## src/design/rcsfe_pkg.sv

```systemverilog
// ----------------------------------------------------------------------------
// rcsfe_pkg - shared types and constants of the RC serial frame encoder
// Protocol mode codes, frame kinds, the frame buffer type and channel constants.
// ----------------------------------------------------------------------------
`default_nettype none

package rcsfe_pkg;

	// protocol_mode register codes
	localparam logic [2:0] MODE_PPM  = 3'd1;
	localparam logic [2:0] MODE_IBUS = 3'd2;
	localparam logic [2:0] MODE_SBUS = 3'd3;
	localparam logic [2:0] MODE_CRSF = 3'd4;

	localparam int unsigned MAX_CHANNELS  = 8;
	localparam int unsigned FRAME_BYTES   = 32;
	localparam int unsigned MAP_W         = 11;

	localparam logic [15:0] RAW_CENTER    = 16'd1500;
	localparam logic [10:0] MAPPED_CENTER = 11'd992;

	typedef enum logic [1:0] {
		KIND_IBUS = 2'd0,
		KIND_SBUS = 2'd1,
		KIND_CRSF = 2'd2
	} kind_t;

	typedef logic [MAP_W-1:0] mapped_t;

	typedef struct packed {
		kind_t                    kind;
		logic [FRAME_BYTES-1:0][7:0] data;
	} frame_t;

endpackage

`default_nettype wire

```

## src/design/rcsfe_lane.sv

```systemverilog
// ----------------------------------------------------------------------------
// rcsfe_lane - one channel mapping lane
// Clamps a channel to 1000..2000 us and maps it to the 11-bit serial value
// (v-1500)*8/5+992, truncating toward zero. Result is registered.
// ----------------------------------------------------------------------------
`default_nettype none

module rcsfe_lane (
	input  wire logic                clk,
	input  wire logic                en,
	input  wire logic [15:0]         channel,
	output rcsfe_pkg::mapped_t       mapped_s1
);

	logic [10:0] clamped;
	logic        neg;
	logic [8:0]  mag;
	logic [11:0] mag8;
	logic [25:0] prod;
	logic [9:0]  quot;
	rcsfe_pkg::mapped_t mapped;

	always_comb begin
		if (channel < 16'd1000) begin
			clamped = 11'd1000;
		end else if (channel > 16'd2000) begin
			clamped = 11'd2000;
		end else begin
			clamped = channel[10:0];
		end
		neg  = clamped < 11'd1500;
		mag  = neg ? 9'(11'd1500 - clamped) : 9'(clamped - 11'd1500);
		mag8 = {mag, 3'b000};
		// divide by 5: x*13108 >> 16 is exact for x <= 4000
		prod = 26'(mag8) * 26'd13108;
		quot = prod[25:16];
		mapped = neg ? (rcsfe_pkg::MAPPED_CENTER - 11'(quot))
		             : (rcsfe_pkg::MAPPED_CENTER + 11'(quot));
	end

	always_ff @(posedge clk) begin
		if (en) begin
			mapped_s1 <= mapped;
		end
	end

endmodule

`default_nettype wire

```

## src/design/rcsfe_merge.sv

```systemverilog
// ----------------------------------------------------------------------------
// rcsfe_merge - frame assembly
// Combines lane results (raw values for iBUS) into one frame image
// (header, channel payload, flags) and holds it until the serializer
// takes it. Checksum bytes are left zero; the serializer fills them in on output.
// ----------------------------------------------------------------------------
`default_nettype none

module rcsfe_merge (
	input  wire logic                clk,
	input  wire logic                arst_n,
	input  wire logic                in_valid,
	output      logic                in_ready,
	input  wire logic [2:0]          mode,
	input  wire logic                failsafe,
	input  wire logic [15:0]         raw [rcsfe_pkg::MAX_CHANNELS],
	input  wire rcsfe_pkg::mapped_t  mapped [rcsfe_pkg::MAX_CHANNELS],
	output      logic                out_valid,
	input  wire logic                out_ready,
	output rcsfe_pkg::frame_t        out_frame
);

	logic [175:0]       packed_ch;
	logic [15:0]        ibus_v;
	logic               emit;
	rcsfe_pkg::frame_t  frame;
	logic               pend_valid_q;
	rcsfe_pkg::frame_t  pend_q;
	logic               in_fire;

	always_comb begin
		for (int i = 0; i < 16; i++) begin
			packed_ch[i*11 +: 11] = (i < 8) ? mapped[i[2:0]] : rcsfe_pkg::MAPPED_CENTER;
		end
	end

	always_comb begin
		frame      = '0;
		frame.kind = rcsfe_pkg::KIND_IBUS;
		emit       = 1'b0;
		ibus_v     = rcsfe_pkg::RAW_CENTER;
		unique case (mode)
			rcsfe_pkg::MODE_IBUS: begin
				emit          = !failsafe;
				frame.kind    = rcsfe_pkg::KIND_IBUS;
				frame.data[0] = 8'h20;
				frame.data[1] = 8'h40;
				for (int i = 0; i < 14; i++) begin
					ibus_v = (i < 8) ? raw[i[2:0]] : rcsfe_pkg::RAW_CENTER;
					frame.data[2 + 2*i] = ibus_v[7:0];
					frame.data[3 + 2*i] = ibus_v[15:8];
				end
			end
			rcsfe_pkg::MODE_SBUS: begin
				emit          = 1'b1;
				frame.kind    = rcsfe_pkg::KIND_SBUS;
				frame.data[0] = 8'h0F;
				for (int k = 0; k < 22; k++) begin
					frame.data[1 + k] = packed_ch[k*8 +: 8];
				end
				frame.data[23] = failsafe ? 8'h08 : 8'h00;
			end
			rcsfe_pkg::MODE_CRSF: begin
				emit          = !failsafe;
				frame.kind    = rcsfe_pkg::KIND_CRSF;
				frame.data[0] = 8'hEE;
				frame.data[1] = 8'h18;
				frame.data[2] = 8'h16;
				for (int k = 0; k < 22; k++) begin
					frame.data[3 + k] = packed_ch[k*8 +: 8];
				end
			end
			default: begin
				// PPM and undefined modes send nothing
				emit = 1'b0;
			end
		endcase
	end

	assign in_ready  = !pend_valid_q || out_ready;
	assign in_fire   = in_valid && in_ready;
	assign out_valid = pend_valid_q;
	assign out_frame = pend_q;

	always_ff @(posedge clk or negedge arst_n) begin
		if (!arst_n) begin
			pend_valid_q <= 1'b0;
		end else if (in_ready) begin
			pend_valid_q <= in_fire && emit;
		end
	end

	always_ff @(posedge clk) begin
		if (in_fire && emit) begin
			pend_q <= frame;
		end
	end

endmodule

`default_nettype wire

```

## src/design/rcsfe_serializer.sv

```systemverilog
// ----------------------------------------------------------------------------
// rcsfe_serializer - byte output stage
// Shifts a frame out one byte per transfer, keeping the iBUS sum and the
// CRSF CRC-8 (poly 0xD5) running so the check bytes follow without delay.
// ----------------------------------------------------------------------------
`default_nettype none

module rcsfe_serializer (
	input  wire logic                clk,
	input  wire logic                arst_n,
	input  wire logic                in_valid,
	output      logic                in_ready,
	input  wire rcsfe_pkg::frame_t   in_frame,
	output      logic                out_valid,
	input  wire logic                out_ready,
	output      logic [7:0]          out_byte,
	output      logic                out_last
);

	logic                       active_q;
	rcsfe_pkg::kind_t           kind_q;
	logic [rcsfe_pkg::FRAME_BYTES-1:0][7:0] shift_q;
	logic [4:0]                 idx_q;
	logic [15:0]                sum_q;
	logic [7:0]                 crc_q;
	logic [4:0]                 last_idx;
	logic                       out_fire;
	logic                       load;

	function automatic logic [7:0] crc8_byte(input logic [7:0] crc, input logic [7:0] b);
		logic [7:0] c;
		c = crc ^ b;
		for (int k = 0; k < 8; k++) begin
			c = c[7] ? ({c[6:0], 1'b0} ^ 8'hD5) : {c[6:0], 1'b0};
		end
		return c;
	endfunction

	always_comb begin
		unique case (kind_q)
			rcsfe_pkg::KIND_IBUS: last_idx = 5'd31;
			rcsfe_pkg::KIND_SBUS: last_idx = 5'd24;
			rcsfe_pkg::KIND_CRSF: last_idx = 5'd25;
			default:              last_idx = 5'd31;
		endcase
	end

	always_comb begin
		out_byte = shift_q[0];
		if (kind_q == rcsfe_pkg::KIND_IBUS && idx_q == 5'd30) begin
			out_byte = sum_q[7:0];
		end else if (kind_q == rcsfe_pkg::KIND_IBUS && idx_q == 5'd31) begin
			out_byte = sum_q[15:8];
		end else if (kind_q == rcsfe_pkg::KIND_CRSF && idx_q == 5'd25) begin
			out_byte = crc_q;
		end
	end

	assign out_valid = active_q;
	assign out_last  = idx_q == last_idx;
	assign out_fire  = out_valid && out_ready;
	assign in_ready  = !active_q || (out_fire && out_last);
	assign load      = in_valid && in_ready;

	always_ff @(posedge clk or negedge arst_n) begin
		if (!arst_n) begin
			active_q <= 1'b0;
		end else if (in_ready) begin
			active_q <= in_valid;
		end
	end

	always_ff @(posedge clk) begin
		if (load) begin
			kind_q  <= in_frame.kind;
			shift_q <= in_frame.data;
			idx_q   <= '0;
			sum_q   <= 16'hFFFF;
			crc_q   <= '0;
		end else if (out_fire) begin
			shift_q <= shift_q >> 8;
			idx_q   <= idx_q + 5'd1;
			if (idx_q < 5'd30) begin
				sum_q <= sum_q - 16'(shift_q[0]);
			end
			// CRSF CRC covers bytes 2..24
			if (idx_q >= 5'd2 && idx_q <= 5'd24) begin
				crc_q <= crc8_byte(crc_q, shift_q[0]);
			end
		end
	end

endmodule

`default_nettype wire

```

## src/design/rc_serial_frame_encoder_core.sv

```systemverilog
// ----------------------------------------------------------------------------
// rc_serial_frame_encoder_core - RC serial frame encoder (iBUS / SBUS / CRSF)
// One send request with eight channels in, at most one complete frame out as bytes.
// ----------------------------------------------------------------------------
//  channel   direction  transfer                 payload
//  s_axis    in         one send request         tdata: channel_0..7, tuser: failsafe
//  m_axis    out        one frame byte           tdata: frame_byte, tlast: last_byte
//  cfg       in         protocol_mode write      data[2:0]
//
//  With the serializer idle, a frame's first byte is offered on m_axis once the
//  request has passed the lane map, frame assembly and serializer load registers.
//  The serializer sends one byte per cycle while m_axis is ready; frames are 32
//  bytes for iBUS, 25 for SBUS, 26 for CRSF; that byte port sets the request rate.
//  New requests are taken while a frame drains; a stalled m_axis holds its byte.
//  Reset sets protocol_mode to PPM and empties all stages; no clearing pass.
// ----------------------------------------------------------------------------
`default_nettype none

module rc_serial_frame_encoder_core #(
	parameter int unsigned INPUT_CHANNELS = 8
) (
	input  wire logic         clk,
	input  wire logic         arst_n,
	input  wire logic         s_axis_tvalid,
	output      logic         s_axis_tready,
	input  wire logic [127:0] s_axis_tdata,   // channel_0 [15:0] .. channel_7 [127:112]
	input  wire logic [0:0]   s_axis_tuser,   // failsafe
	output      logic         m_axis_tvalid,
	input  wire logic         m_axis_tready,
	output      logic [7:0]   m_axis_tdata,   // frame_byte
	output      logic         m_axis_tlast,
	input  wire logic         cfg_valid,
	output      logic         cfg_ready,
	input  wire logic [2:0]   cfg_data
);

	logic [2:0]               mode_q;
	logic                     valid_s1;
	logic [2:0]               mode_s1;
	logic                     failsafe_s1;
	logic [15:0]              raw_s1 [INPUT_CHANNELS];
	rcsfe_pkg::mapped_t       lane_s1 [INPUT_CHANNELS];
	logic [15:0]              raw_all [rcsfe_pkg::MAX_CHANNELS];
	rcsfe_pkg::mapped_t       mapped_all [rcsfe_pkg::MAX_CHANNELS];
	logic                     in_fire;
	logic                     merge_ready;
	logic                     frame_valid;
	logic                     ser_ready;
	rcsfe_pkg::frame_t        frame;

	assign cfg_ready = 1'b1;

	always_ff @(posedge clk or negedge arst_n) begin
		if (!arst_n) begin
			mode_q <= rcsfe_pkg::MODE_PPM;
		end else if (cfg_valid && cfg_ready) begin
			mode_q <= cfg_data;
		end
	end

	assign s_axis_tready = !valid_s1 || merge_ready;
	assign in_fire       = s_axis_tvalid && s_axis_tready;

	always_ff @(posedge clk or negedge arst_n) begin
		if (!arst_n) begin
			valid_s1 <= 1'b0;
		end else if (s_axis_tready) begin
			valid_s1 <= s_axis_tvalid;
		end
	end

	always_ff @(posedge clk) begin
		if (in_fire) begin
			mode_s1     <= mode_q;
			failsafe_s1 <= s_axis_tuser[0];
		end
	end

	for (genvar g = 0; g < INPUT_CHANNELS; g++) begin : g_lane
		always_ff @(posedge clk) begin
			if (in_fire) begin
				raw_s1[g] <= s_axis_tdata[g*16 +: 16];
			end
		end

		rcsfe_lane u_lane (
			.clk       (clk),
			.en        (in_fire),
			.channel   (s_axis_tdata[g*16 +: 16]),
			.mapped_s1 (lane_s1[g])
		);
	end

	// channels without a lane sit at center
	for (genvar g = 0; g < rcsfe_pkg::MAX_CHANNELS; g++) begin : g_pad
		if (g < INPUT_CHANNELS) begin : g_used
			assign raw_all[g]    = raw_s1[g];
			assign mapped_all[g] = lane_s1[g];
		end else begin : g_center
			assign raw_all[g]    = rcsfe_pkg::RAW_CENTER;
			assign mapped_all[g] = rcsfe_pkg::MAPPED_CENTER;
		end
	end

	rcsfe_merge u_merge (
		.clk       (clk),
		.arst_n    (arst_n),
		.in_valid  (valid_s1),
		.in_ready  (merge_ready),
		.mode      (mode_s1),
		.failsafe  (failsafe_s1),
		.raw       (raw_all),
		.mapped    (mapped_all),
		.out_valid (frame_valid),
		.out_ready (ser_ready),
		.out_frame (frame)
	);

	rcsfe_serializer u_ser (
		.clk       (clk),
		.arst_n    (arst_n),
		.in_valid  (frame_valid),
		.in_ready  (ser_ready),
		.in_frame  (frame),
		.out_valid (m_axis_tvalid),
		.out_ready (m_axis_tready),
		.out_byte  (m_axis_tdata),
		.out_last  (m_axis_tlast)
	);

endmodule

`default_nettype wire

```

## config.mk

```make
export PLATFORM = sky130hd
export DESIGN_NAME = rc_serial_frame_encoder_core
export DESIGN_NICKNAME = d
export VERILOG_FILES = /design/src/design/rcsfe_pkg.sv /design/src/design/rcsfe_lane.sv /design/src/design/rcsfe_merge.sv /design/src/design/rcsfe_serializer.sv /design/src/design/rc_serial_frame_encoder_core.sv
export SDC_FILE = /design/constraint.sdc
export NUM_CORES = 2
export LEC_CHECK = 0
export BUFFER_PORTS_ARGS = -buffer_cell sky130_fd_sc_hd__buf_4
export CAP_MARGIN = 20
export CELL_PAD_IN_SITES_DETAIL_PLACEMENT = 0
export CELL_PAD_IN_SITES_GLOBAL_PLACEMENT = 1
export CORE_ASPECT_RATIO = 1.25
export CORE_MARGIN = 4
export CORE_UTILIZATION = 50
export DETAILED_ROUTE_END_ITERATION = 8
export PLACE_DENSITY = 0.85
export SYNTH_ARGS = -nofsm -noshare
export SYNTH_HDL_FRONTEND = slang
export SYNTH_HIERARCHICAL = 1
export SYNTH_SLANG_ARGS = --single-unit
```

## constraint.sdc

```tcl
create_clock -name clk -period 49.2 [get_ports clk]
set_clock_uncertainty 0.05 [all_clocks]
set_input_delay 4.92 -clock clk [delete_from_list [all_inputs] [get_ports clk]]
set_output_delay 4.92 -clock clk [all_outputs]
set_load 0.03 [all_outputs]
```

==> metrics.yaml <==
run_status:
  status: "finished clean"
routing:
  wl_per_cell_um: 18.7
  dr.pass1.iters: 6
  via_per_inst: 5.55
  first_iter_violations: 2326
  vias: 33400
  ant_nets: 0
  drc: 0
  wirelength_um: 112000
synthesis:
  syn_avg_cell_area_um2: 10.3
  yosysSeqAreaShare: 0.406
  ys_types: 141
  yosys_most_used_dff: "edfxtp_1"
  netlist_instances: 4687
  ys_async_sr_fraction: 0.00906
  synth_edf_count: 627
  synth_area_um2: 48200
  synth-seq-cells: 662
  synth_warnings: 6
cts:
  path_clk_slew_ns: 0.06
  cts-root-buf: "clkbuf_16"
  postCtsSetupRepairBufs: 0
  cts_made_buffers: 66
  ctsHtreeMaxLevel: 3
  hold_buffers: 0
  ctsResizeCount: 0
  cts_tree: "yes"
  cts.path.max_buffers: 3
  clock_latency_ns: 0.61
  clock_sinks: 662
cells_and_area:
  syn2layout_area_growth_pct: 7.40
  final_nets: 5416
  layout-drive-gt1-share: 0.107
  antenna_cells: 0
global_routing:
  grt_pass1_wl_um: 178000
  grt_antenna_before_repair: 0
  grt_max_degree: 170
  track_usage: 0.218
  grt-ovfl-total: 0
  grt_pass1_vias: 33200
power_and_ir_drop:
  p_total_mw: 2.07
  swShare: 0.354
  power_density_nw_per_um2: 39.9
  irDropWorstVdd_uv: 22.0
  pwr-share-clk: 0.247
  p_leak_nw: 22.0
  intPower_mw: 1.33
  p_sw_uw: 731
  comb_power_share: 0.393
  seqPwrFrac: 0.360
floorplanning:
  io_pins: 149
  die_w_um: 286
  initial_core_util: 0.503
  core_um2: 95800
  die_area_um2: 101000
  rows: 127
  die_y_um: 355
setup_path:
  worstRegToRegCells: 11
  slowest_stage: "fa_1"
  critPathMostFrequentCell: "ha_1"
  end_kind: "flop"
  crit_path_max_incr_delay_ns: 0.60
  arrival_ns: 13.17
  crit_fanout: 11
  criticalPathCategory: "in2reg"
  required_ns: 49.49
  crit_path_start_kind: "input pin"
  reg2reg_slack_ns: 44.61
timing:
  period_share: 0.262
  max_freq_mhz: 77.7
  setup_viol: 0
  finalHoldViolCount: 0
  tightest_slew_ns: 1.03
  slew_headroom: 0.316
  slew_violations: 0
  layout_min_cycle_time_ns: 12.88
  setup-tns-final_ns: 0
  rsz0062_at_grt: "no"
hold_path:
  hold_path_class: "reg2reg"
  holdPathStages: 0
run:
  maxCapViolations: 0
placed_design:
  globalplace.congestion: 0.888
  io_buffers: 147
  dp_hpwl_um: 84100
worst max-delay path: cells and delay by family:
family          cells  cell delay [ns]
xor+xnor            2             0.45
fa+ha+maj           7             2.85
compound gates     11             2.26
buf+inv             2             0.20
simple gates       11             2.48
routing by layer:
layer,part of all wire,GRT usage,up-vias
li1,-,-,16300
met1,0.40,0.265,16200
met2,0.52,0.403,759
met3,0.040,0.0194,185
met4,0.036,0.0791,0
met5,0,0,-
sequential cells by signal, indices dropped and copies added (netlist names):
register / count
u_ser/shift_q: 256
u_merge/out_frame: 149
raw_s1: 128
g_lane.u_lane/mapped_s1: 88
u_ser/sum_q: 16
u_ser/crc_q: 8
u_ser/idx_q: 5
mode_q: 3
mode_s1: 3
u_ser/kind_q: 2
failsafe_s1: 1
u_merge/out_valid: 1
u_ser/out_valid: 1
valid_s1: 1
worst paths after layout:
path                                              from                       endpoint
worst max-delay path                  s_axis_tdata[46]  g_lane[2].u_lane/mapped_s1[9]
worst min-delay path            u_merge/out_frame[257]                u_ser/kind_q[1]
worst max register to register         u_ser/kind_q[1]             u_ser/shift_q[122]
worst min register to register  u_merge/out_frame[257]                u_ser/kind_q[1]
max in group asynchronous                       arst_n                      mode_q[0]
min in group asynchronous                       arst_n                      mode_q[1]
cell usage in the layout, fill, tap and decap left out, drive strengths merged, types with 29 or more instances in the layout:
master,instances
dfxtp,29
a21oi,158
nand3,54
xor2,79
conb,51
buf,170
o21ai,155
and3,37
a211oi,33
a22oi,77
nand2,958
edfxtp,627
nor2,198
o21a,42
clkbuf,76
a21o,57
o2bb2ai,79
xnor2,118
a31oi,42
and2,55
nor3,60
fa,169
ha,431
nand2b,37
mux2i,34
clkinv,30
inv,433
area by class of cell:
class / count / area, um^2
inverter: 428 / 1620
multi-input combinational: 3351 / 25400
sequential: 662 / 19600
fill: 8435 / 44100
tap: 1290 / 1610
clock buffer: 76 / 1730
clock inverter: 44 / 468
timing repair buffer: 170 / 1310
cells by family after synthesis:
kind of cell,count (synthesis),share of synthesized area
AO/OA/AOI/OAI,877,0.145
flip-flops,662,0.406
AND/OR/NAND/NOR,1576,0.148
buffers and inverters,723,0.0706
multiplexers,46,0.00995
other,2,0.000156
XOR/XNOR,200,0.0376
adder cells (fa/ha/maj),601,0.182
cells in the mapped netlist, types with 11 or more instances:
master | number | area [um^2]
nand2_1 | 957 | 3590
edfxtp_1 | 627 | 18800
ha_1 | 431 | 5390
inv_1 | 425 | 1600
nor2_1 | 191 | 717
fa_1 | 169 | 3380
a21oi_1 | 146 | 731
buf_4 | 125 | 938
o21ai_0 | 124 | 621
xnor2_1 | 117 | 1020
clkbuf_1 | 104 | 390
xor2_1 | 78 | 683
a22oi_1 | 77 | 578
o2bb2ai_2 | 60 | 901
nor3_1 | 55 | 275
and2_1 | 53 | 332
nand3_1 | 51 | 255
a21o_1 | 44 | 330
buf_2 | 43 | 215
o21a_1 | 40 | 300
a31oi_1 | 39 | 244
nand2b_1 | 36 | 225
mux2i_1 | 34 | 340
and3_1 | 33 | 206
dfxtp_1 | 29 | 581
a211oi_1 | 24 | 180
nand4_1 | 24 | 150
nor2b_1 | 21 | 131
nor4_1 | 20 | 125
o21ai_1 | 20 | 100
a22o_1 | 19 | 166
o2bb2ai_1 | 19 | 166
o31ai_1 | 18 | 135
or3_1 | 17 | 106
o211ai_1 | 15 | 113
nor3b_1 | 14 | 105
o22ai_1 | 14 | 87.6
a211o_1 | 12 | 105
a21o_2 | 12 | 105
a21oi_2 | 12 | 105
a31o_2 | 12 | 105
a21boi_0 | 11 | 82.6
power by group through the flow:
stage | Sequential (mW) | Combinational [mW] | Clock [mW]
after floorplan | 0.751 | 0.650 | 0
after global placement | 0.754 | 0.797 | 0
after detailed placement | 0.755 | 0.809 | 0
after CTS | 0.744 | 0.816 | 0.522
after global routing | 0.748 | 0.914 | 0.546
final | 0.744 | 0.811 | 0.511
per-stage QoR:
stage | area [um^2] | hold slack [ns] | worst slack (ns) | utilization | instances
floorplan | 48400 | 0.350 | 29.51 | - | 4736
global placement | 49500 | 0.353 | 35.89 | 0.517 | 5900
detailed placement | 49500 | 0.356 | 35.74 | 0.517 | 5900
CTS | 51700 | 0.371 | 36.40 | 0.540 | 6020
global route | 51700 | 0.377 | 35.70 | 0.540 | 6021
finish | 51700 | 0.369 | 36.32 | 0.540 | 6021
(Power assumes the default switching activity.)
